[config.mk]
export PLATFORM = sky130hd
export DESIGN_NAME = hnfc_ctrl
export DESIGN_NICKNAME = d
export VERILOG_FILES = /design/src/hdl/hnfc_pkg.sv /design/src/hdl/hnfc_ctrl.sv
export SDC_FILE = /design/constraint.sdc
export NUM_CORES = 1
export LEC_CHECK = 0
export ABC_AREA = 0
export CAP_MARGIN = 5
export CORE_AREA = 2 2 39 41
export CTS_CLUSTER_SIZE = 25
export DETAILED_ROUTE_END_ITERATION = 12
export DIE_AREA = 0 0 41 43
export DONT_BUFFER_PORTS = 1
export MAX_ROUTING_LAYER = met4
export SYNTH_ARGS = -nofsm -noshare
export SYNTH_HDL_FRONTEND = slang
export SYNTH_SLANG_ARGS = --single-unit
[constraint.sdc]
create_clock -name clk_i -period 1.48 [get_ports clk_i]
set_input_delay 0.296 -clock clk_i [delete_from_list [all_inputs] [get_ports clk_i]]
set_output_delay 0.296 -clock clk_i [all_outputs]
set_load 0.01 [all_outputs]
[src/hdl/hnfc_pkg.sv]
`default_nettype none
// ----------------------------------------------------------------------------
// hnfc_pkg
// Shared types and constants of the Hermite normal form check core.
// ----------------------------------------------------------------------------
package hnfc_pkg;

  // Width of the dimension registers and of row/column counters.
  localparam int DIM_W = 5;
  // Counters that span one matrix (at most 31 x 31 entries).
  localparam int CNT_W = 2 * DIM_W;
  localparam int APB_DW = 32;
  localparam int APB_AW = 3;
  localparam int ENTRY_IN_W = 32;

  localparam int DEF_MAX_ROWS = 16;
  localparam int DEF_MAX_COLS = 16;
  localparam int DEF_ENTRY_WIDTH = 32;

  localparam logic [DIM_W-1:0] ROW_COUNT_RST = 5'd16;
  localparam logic [DIM_W-1:0] COL_COUNT_RST = 5'd16;

  // Register index, taken from paddr[2].
  localparam logic REG_ROW_COUNT = 1'b0;
  localparam logic REG_COL_COUNT = 1'b1;

  typedef enum logic [2:0] {
    S_LOAD,
    S_START,
    S_ROW_RD,
    S_ROW_EV,
    S_ABV_RD,
    S_ABV_EV,
    S_DONE
  } state_e;

  typedef struct packed {
    logic load;
    logic start;
    logic rd_row;
    logic rd_abv;
    logic col_next;
    logic take_pivot;
    logic above_next;
    logic row_next;
    logic zero_row;
    logic mark_pass;
    logic mark_fail;
    logic set_result;
  } cmd_t;

  typedef struct packed {
    logic dims_empty;
    logic data_nz;
    logic data_neg;
    logic order_bad;
    logic zero_seen;
    logic above_bad;
    logic above_last;
    logic col_last;
    logic row_last;
    logic first_row;
  } status_t;

endpackage
`default_nettype wire

[src/hdl/hnfc_ctrl.sv]
`default_nettype none
// ----------------------------------------------------------------------------
// hnfc_ctrl
// Sequencer: loads entries, walks the stored matrix, hands off the verdict.
// ----------------------------------------------------------------------------
module hnfc_ctrl
  import hnfc_pkg::*;
(
  input  wire logic    clk_i,
  input  wire logic    rst_ni,
  input  wire status_t status_i,
  input  wire logic    s_tvalid_i,
  input  wire logic    s_tlast_i,
  output logic         s_tready_o,
  input  wire logic    m_tready_i,
  output logic         m_tvalid_o,
  output cmd_t         cmd_o
);

  state_e state_q, state_d;
  logic   out_valid_q, out_valid_d;
  logic   slot_free;

  assign slot_free = !out_valid_q || m_tready_i;

  always_ff @(posedge clk_i or negedge rst_ni) begin
    if (!rst_ni) begin
      state_q     <= S_LOAD;
      out_valid_q <= 1'b0;
    end else begin
      state_q     <= state_d;
      out_valid_q <= out_valid_d;
    end
  end

  // Next state
  always_comb begin
    state_d = state_q;
    unique case (state_q)
      S_LOAD: begin
        if (s_tvalid_i && s_tlast_i) state_d = S_START;
      end
      S_START: begin
        state_d = status_i.dims_empty ? S_DONE : S_ROW_RD;
      end
      S_ROW_RD: state_d = S_ROW_EV;
      S_ROW_EV: begin
        if (status_i.data_nz) begin
          if (status_i.zero_seen || status_i.data_neg || status_i.order_bad) begin
            state_d = S_DONE;
          end else if (!status_i.first_row) begin
            state_d = S_ABV_RD;
          end else begin
            state_d = status_i.row_last ? S_DONE : S_ROW_RD;
          end
        end else if (status_i.col_last) begin
          state_d = status_i.row_last ? S_DONE : S_ROW_RD;
        end else begin
          state_d = S_ROW_RD;
        end
      end
      S_ABV_RD: state_d = S_ABV_EV;
      S_ABV_EV: begin
        if (status_i.above_bad) begin
          state_d = S_DONE;
        end else if (status_i.above_last) begin
          state_d = status_i.row_last ? S_DONE : S_ROW_RD;
        end else begin
          state_d = S_ABV_RD;
        end
      end
      S_DONE: begin
        if (slot_free) state_d = S_LOAD;
      end
      default: state_d = S_LOAD;
    endcase
  end

  // Outputs
  always_comb begin
    cmd_o      = '0;
    s_tready_o = 1'b0;
    unique case (state_q)
      S_LOAD: begin
        s_tready_o = 1'b1;
        cmd_o.load = s_tvalid_i;
      end
      S_START: begin
        if (status_i.dims_empty) cmd_o.mark_pass = 1'b1;
        else                     cmd_o.start     = 1'b1;
      end
      S_ROW_RD: cmd_o.rd_row = 1'b1;
      S_ROW_EV: begin
        if (status_i.data_nz) begin
          if (status_i.zero_seen || status_i.data_neg || status_i.order_bad) begin
            cmd_o.mark_fail = 1'b1;
          end else begin
            cmd_o.take_pivot = 1'b1;
            if (status_i.first_row) begin
              if (status_i.row_last) cmd_o.mark_pass = 1'b1;
              else                   cmd_o.row_next  = 1'b1;
            end
          end
        end else if (status_i.col_last) begin
          cmd_o.zero_row = 1'b1;
          if (status_i.row_last) cmd_o.mark_pass = 1'b1;
          else                   cmd_o.row_next  = 1'b1;
        end else begin
          cmd_o.col_next = 1'b1;
        end
      end
      S_ABV_RD: cmd_o.rd_abv = 1'b1;
      S_ABV_EV: begin
        if (status_i.above_bad) begin
          cmd_o.mark_fail = 1'b1;
        end else if (status_i.above_last) begin
          if (status_i.row_last) cmd_o.mark_pass = 1'b1;
          else                   cmd_o.row_next  = 1'b1;
        end else begin
          cmd_o.above_next = 1'b1;
        end
      end
      S_DONE: cmd_o.set_result = slot_free;
      default: begin
      end
    endcase
  end

  always_comb begin
    out_valid_d = out_valid_q;
    if (cmd_o.set_result) out_valid_d = 1'b1;
    else if (m_tready_i)  out_valid_d = 1'b0;
  end

  assign m_tvalid_o = out_valid_q;

endmodule
`default_nettype wire

# [Yosys cells after proc, flatten, opt, wreduce, memory -nomap -nowiden]
# Index checks and enable logic that the tools add are counted.
[totals] ff_bits=4 input_bits=15 out_inout_bits=14
[op_classes] n_eq_ne=8 n_mux=49 reduce_logical=8
[ops] operator="3-bit 2-to-1 mux" count=11
[ops] operator="1-bit 2-to-1 mux" count=32
[ops] operator="3-bit one-hot mux with 7 select lines" count=1
[ops] operator="3-bit equality test (second input constant)" count=3
[ops] operator="3-bit by 2-bit equality test with 1-bit output (second input constant)" count=2
[ops] operator="2-bit 2-to-1 mux" count=2
[ops] operator="2-bit != test (second input constant)" count=2
[ops] operator="1-bit one-hot mux with 2 select lines" count=2
[ops] operator="3-bit by 1-bit equality test with 1-bit output (second input constant)" count=1
[ops] operator="3-bit zero test" count=1
[ops] operator="1-bit logical OR" count=3
[ops] operator="1-bit one-hot mux with 3 select lines" count=1
[ops] operator="2-bit AND reduction" count=1
[ops] operator="2-bit nonzero test" count=1
[ops] operator="1-bit logical AND" count=1
[ops] operator="1-bit zero test" count=1

# [Logic depth before layout (Yosys ltp)]
# Gate-level depths: netlist (run 1).
[logic_depth] ltp_word=5 ltp_mapped=4

# [Worst setup path after synthesis (run 1)]
# OpenSTA, ideal clock, no wires.
[synth_path] path_kind="reg-to-output" start="register state_q[1]" end="output cmd_o[2] (netlist name)" arrival_ps=1158 required_ps=1184 slack_ps=26 stages_incl_launch_ff=5 path_buffers=1 path_cell_list="dfrtp_1 clkbuf_1 nor4bb_1 a32oi_1 o221ai_1"
[synth_rtl] element="start: declaration" line_no="hnfc_ctrl.sv:20" source="state_e state_q, state_d;"
[synth_rtl] element="start signal: assignment" line_no="hnfc_ctrl.sv:31" source="state_q <= state_d;"
[synth_rtl] element="end: declaration" line_no="hnfc_ctrl.sv:17" source="output cmd_t cmd_o"

==> results.toml, run 1 <==
[status]
status = "finished with violations"
violations = "negative setup slack"

[yosys]
ys_ff_latch = 4
synthMuxAreaShare_pct = 0
synth-main-ff-cell = "dfrtp_1"
synth_cell_types = 30
synth_compound_area_share_pct = 21.3
synthAdderAreaFrac_pct = 0
synth_nets = 68
ys_seq_area_share_pct = 23.4
netlist_top_cells_area = "dfrtp_1, nand3b_1, nand2b_1"
synthCells = 53
synth_top_area_share_pct = 23.4
synth_area_per_cell_um2 = 8.07
netlist_top_cells_count = "dfrtp_1, nand2b_1, nand3b_1, nor3_1"
synthSimpleGateAreaFrac_pct = 48.2
synth_top_area_cell = "dfrtp_1"
synth_edf_count = 0
synthXorXnorAreaFrac_pct = 0
async_flop_share_pct = 100
syn_area_um2 = 428
synth_top_family_by_area = "simple AND/OR/NAND/NOR gates"
yosys_warnings = 0

[worst_setup_path]
worst-path-buf-inv = 0
critPathMaxFanout = 6
crit_type = "flip-flop to output port"
slowest_stage = "dfrtp_2"
crit_path_cell_trace = "and3b_2 -> a32oi_2 -> o221ai_2"
setup.worst_path.end_class = "output port"
critPathTopFamily = "compound AO/OA/AOI/OAI gates"
worst_path_largest_cell_delay_ns = 0.43
cp_data_arrival_time_ns = 1.36
startpoint_type = "flip-flop"
crit_required_ns = 1.18

[cells_and_area]
fin_area_um2 = 641
area_growth_pct = 49.7
nets = 81
drive_above_1_share_pct = 56.3
fillers = 141
num_antenna_cells = 0
multi_input_area_um2 = 390
regArea_um2 = 104

[power_and_ir_drop]
p_comb_share_pct = 64.7
netSwitchingFraction_pct = 42.2
leakage_nw = 0.247
clkPwrFrac_pct = 12.2
p_switching_w = 0.000460
power_frac_seq_pct = 23.0
internal_power_w = 0.000631
ir_worst_vdd_mv = 0.923
power_density_mw_per_mm2 = 1700

[timing]
finalCriticalPeriod_ns = 1.65
finalWorstSetupSlack_ns = -0.172
worstMarginPinSlew_ns = 0.311
slew_headroom_pct = 79.1
finalSetupViolCount = 7
rsz0062_at_grt = "yes"
post-route-period-util_pct = 112
hold_viol_final = 0
timing.fmax_mhz = 605
slew_viol_final = 0
fin_skew_ns = 0.00225

[floorplanning]
ios = 29
die_x_um = 41
fp.dieH_um = 43
start_util_pct = 30.9
die_area_mm2 = 0.00176
core_area_mm2 = 0.00138
num_rows = 14

[clocking]
cts.path.max_buffers = 2
cts_num_sinks = 4
ctsRootBufferMaster = "clkbuf_4"
cts_tree = "done"
cts_buffers = 3
clk_latency_ns = 0.23
htreeDepth = 1
clk_pin_slew_ns = 0.04

[global_routing]
antenna_found_initial = 0
grt_pass1_vias = 420
grt_pass1_wl_um = 1680
grt_usage_pct = 14.9
grt_start_max_net_pins = 8
grt_remaining_overflow = 0

[job]
maxCapViolCount = 0

[drt]
wl_per_cell_um = 14.4
ant_nets = 0
wl_um = 1150
vias_per_cell = 5.51
via_count = 441
drc = 0
drt-initial-drc-count = 2
dr.pass1.iters = 4

[worst_hold_path]
holdCritPathClass = "input port to flip-flop"

[place]
dpl_cell_area_um2 = 504
port_buffers = 0
gp_congestion = 0.718
hpwlAfterDp_um = 887
pre_cts_ws_ns = 0.00228
## per-stage QoR
step | TNS [ns] | util [%] | total power (W) | hold WS [ns] | cells
2_1_floorplan | 0 | - | 0.000586 | 0.000409 | 53
3_3_place_gp | 0 | 36.4 | 0.000787 | 0.000486 | 75
3_5_place_dp | 0 | 36.4 | 0.000793 | 0.000494 | 75
4_1_cts | -0.590 | 43.9 | 0.00105 | 0.296 | 80
5_1_grt | -1.14 | 46.3 | 0.00119 | 0.310 | 80
6_report | -0.578 | 46.3 | 0.00109 | 0.299 | 80
## per-layer routing
| metal | vias up | track usage (%) | part of all wire, % |
|---|---|---|---|
| met5 | - | - | 0 |
| met4 | 0 | 12.0 | 0 |
| met3 | 0 | 0 | 4.9 |
| met2 | 13 | 24.1 | 54 |
| met1 | 207 | 15.9 | 41 |
| li1 | 221 | - | - |
## worst paths after layout
check / cells past startpoint / to / slack [ns] / start
hold reg to reg: 1 / state_q[0] / 0.51 / state_q[0]
min in group asynchronous: 1 / state_q[2] / 0.33 / rst_ni
hold / removal: 2 / state_q[2] / 0.30 / status_i[1]
setup reg to reg: 4 / state_q[2] / 0.14 / state_q[0]
max in group asynchronous: 1 / state_q[0] / 0.96 / rst_ni
setup / recovery: 3 / cmd_o[2] / -0.17 / state_q[1]
## layout by cell type, fill, tap and decap left out, types with 2 or more instances in the layout
master,Yosys,routed
dfrtp_2,0,3
a211oi_1,2,2
nand3b_1,4,4
nor2_4,0,2
clkbuf_4,0,3
inv_1,3,3
nand2_1,3,2
nand2b_1,4,4
or3b_4,0,2
nor3b_2,0,2
nor3_1,4,2
buf_4,1,11
## what timing repair did
item	CTS	global route
setup endpoints to repair	11	11
buffers inserted	1	0
pin swaps	4	1
endpoints found under the hold margin	4	0
resized for setup	17	8
hold buffers	1	0
## cells by family after synthesis
group,after synthesis
AOI/OAI and AO/OA,11
and+or+nand+nor,31
DFF,4
buffers and inverters,7
## flip-flops by register name, summed over array words and instances (netlist names)
signal / cells
state_q: 3
m_tvalid_o: 1
## power by group through the flow
stage / Clock, W / Sequential, W / Combinational [W]
2_1_floorplan: 0 / 0.000197 / 0.000389
4_1_cts: 0.000143 / 0.000236 / 0.000669
3_3_place_gp: 0 / 0.000232 / 0.000555
5_1_grt: 0.000152 / 0.000263 / 0.000773
3_5_place_dp: 0 / 0.000233 / 0.000560
6_report: 0.000133 / 0.000251 / 0.000706
## area by class of cell
cell class	instances	share of cell area (%)
clock buffers	3	3.52
inverters	3	1.76
multi-input cells	42	60.9
flip-flops and latches	4	16.2
well taps	16	3.13
repair buffers	12	14.5
(Power assumes the default switching activity.)
==> run 2: changes to the inputs <==
--- a/config.mk
+++ b/config.mk
@@ -13,6 +13,7 @@
 export DIE_AREA = 0 0 41 43
 export DONT_BUFFER_PORTS = 1
 export MAX_ROUTING_LAYER = met4
+export PLACE_DENSITY = 0.52
 export SYNTH_ARGS = -nofsm -noshare
 export SYNTH_HDL_FRONTEND = slang
 export SYNTH_SLANG_ARGS = --single-unit
==> run 2 against run 1 <==
  * The run still ends with negative setup slack left
  * Via count grew 11%
  * Flip-flop and latch count unchanged
  * Routed wire length grew 27%
  * Combinational power up 39%
  * Die area unchanged
  * Global-route usage increased by 2.5 points
  * Cell area increased by 14%
  * Utilization rose by 6.4 points
  * Fmax decreased by 0.93%
  * Register-to-register slack lost 0.05 ns
  * Setup slack got worse by 0.015 ns
  * Sequential share of layout area decreased by 2.0 points
  * Critical endpoint unchanged
  * Largest cell class unchanged
  * Largest power group unchanged
  * Highest routed layer unchanged
==> results.toml, run 2 (synthesis results as in run 1) <==
[worst_hold_path]
holdCritPathClass = "input port to flip-flop"

[clocking]
clk_latency_ns = 0.23
htreeDepth = 1
cts_buffers = 3
cts_num_sinks = 4
clk_pin_slew_ns = 0.04
cts_tree = "done"
ctsRootBufferMaster = "clkbuf_4"
cts.path.max_buffers = 2

[drt]
via_count = 488
drc = 0
wl_um = 1470
wl_per_cell_um = 17.0
dr.pass1.iters = 4
ant_nets = 0
vias_per_cell = 5.67
drt-initial-drc-count = 1

[worst_setup_path]
worst_path_largest_cell_delay_ns = 0.42
crit_path_cell_trace = "nor4bb_2 -> a32oi_2 -> o221ai_2"
critPathMaxFanout = 6
slowest_stage = "dfrtp_2"
critPathTopFamily = "flip-flops"
worst-path-buf-inv = 0
crit_required_ns = 1.18
startpoint_type = "flip-flop"
setup.worst_path.end_class = "output port"
crit_type = "flip-flop to output port"
cp_data_arrival_time_ns = 1.37

[timing]
slew_headroom_pct = 72.7
worstMarginPinSlew_ns = 0.407
finalCriticalPeriod_ns = 1.67
slew_viol_final = 0
finalSetupViolCount = 11
finalWorstSetupSlack_ns = -0.188
holdWs_ns = 0.296
rsz0062_at_grt = "yes"
hold_viol_final = 0
timing.fmax_mhz = 600
post-route-period-util_pct = 113
fin_skew_ns = 0.000638

[status]
status = "finished with violations"
violations = "negative setup slack"

[global_routing]
antenna_found_initial = 0
grt_pass1_wl_um = 2060
grt_pass1_vias = 455
grt_remaining_overflow = 0
grt_start_max_net_pins = 7
grt_usage_pct = 17.4

[floorplanning]
fp.dieH_um = 43
core_area_mm2 = 0.00138
ios = 29
num_rows = 14
start_util_pct = 30.9
die_x_um = 41
die_area_mm2 = 0.00176

[cells_and_area]
final_common_cell = "buf_4"
largest_reg_flops = 3
area_growth_pct = 70.5
nets = 87
largest-register = "state_q"
fin_area_um2 = 729
drive_above_1_share_pct = 62.9
final_cell_mix = "buf_4, buf_6, nand3b_1, nand2b_1"
final_core_util_pct = 52.7
num_antenna_cells = 0

[place]
port_buffers = 0
dpl_cell_area_um2 = 512
gp_congestion = 0.752
pre_cts_ws_ns = -0.0318
hpwlAfterDp_um = 890

[power_and_ir_drop]
ir_worst_vdd_mv = 1.13
power_density_mw_per_mm2 = 1880
leakage_nw = 0.286

[job]
maxCapViolCount = 0
run 2: changes by cell type in the layout (fill, tap and decap cells not counted), sizes merged:
cell  previous run  this run
buf             11        17
run 2: power breakdown:
group | switching [W] | leakage, nW | internal, W | total [W]
registers | 0.0000779 | 0.0467 | 0.000171 | 0.000249
logic | 0.000429 | 0.226 | 0.000551 | 0.000980
clock network | 0.0000491 | 0.0138 | 0.0000911 | 0.000140
total | 0.000555 | 0.286 | 0.000813 | 0.00137
run 2: worst paths after layout:
kind | slack [ns] | end | from | depth (start not counted)
setup / recovery | -0.19 | cmd_o[2] | state_q[2] | 3
hold / removal | 0.30 | state_q[2] | status_i[1] | 2
setup reg to reg | 0.09 | state_q[2] | state_q[0] | 5
hold reg to reg | 0.62 | m_tvalid_o | m_tvalid_o | 2
max in group asynchronous | 0.95 | state_q[0] | rst_ni | 1
min in group asynchronous | 0.34 | state_q[1] | rst_ni | 1
run 2: area by class of cell:
class                           count  area (µm²)
Tap cell                           16        20.0
Clock buffer                        3        22.5
Multi-Input combinational cell     42         408
Fill cell                         136         654
Timing Repair Buffer               18         164
Sequential cell                     4         104
Inverter                            3        11.3
run 2: timing repair:
item / CTS / global route
setup buffers: 3 / 3
hold buffers: 1 / 0
hold endpoints to repair: 4 / 0
resized for setup: 25 / 11
setup endpoints to repair: 13 / 13
pin swaps: 3 / 8
run 2: per-stage QoR:
step / power, W / setup TNS, ns / std cells
2_1_floorplan: 0.000586 / 0 / 53
4_1_cts: 0.00121 / -0.773 / 83
3_3_place_gp: 0.000800 / -0.0307 / 76
3_5_place_dp: 0.000797 / -0.0318 / 76
5_1_grt: 0.00147 / -1.59 / 86
6_report: 0.00137 / -1.01 / 86
run 2: routing by layer:
| metal | part of all wire, % | GRT usage, % | vias up |
|---|---|---|---|
| li1 | - | - | 236 |
| met1 | 39 | 22.1 | 235 |
| met4 | 0 | 5.33 | 0 |
| met2 | 54 | 23.8 | 17 |
| met5 | 0 | - | - |
| met3 | 6.9 | 8.38 | 0 |
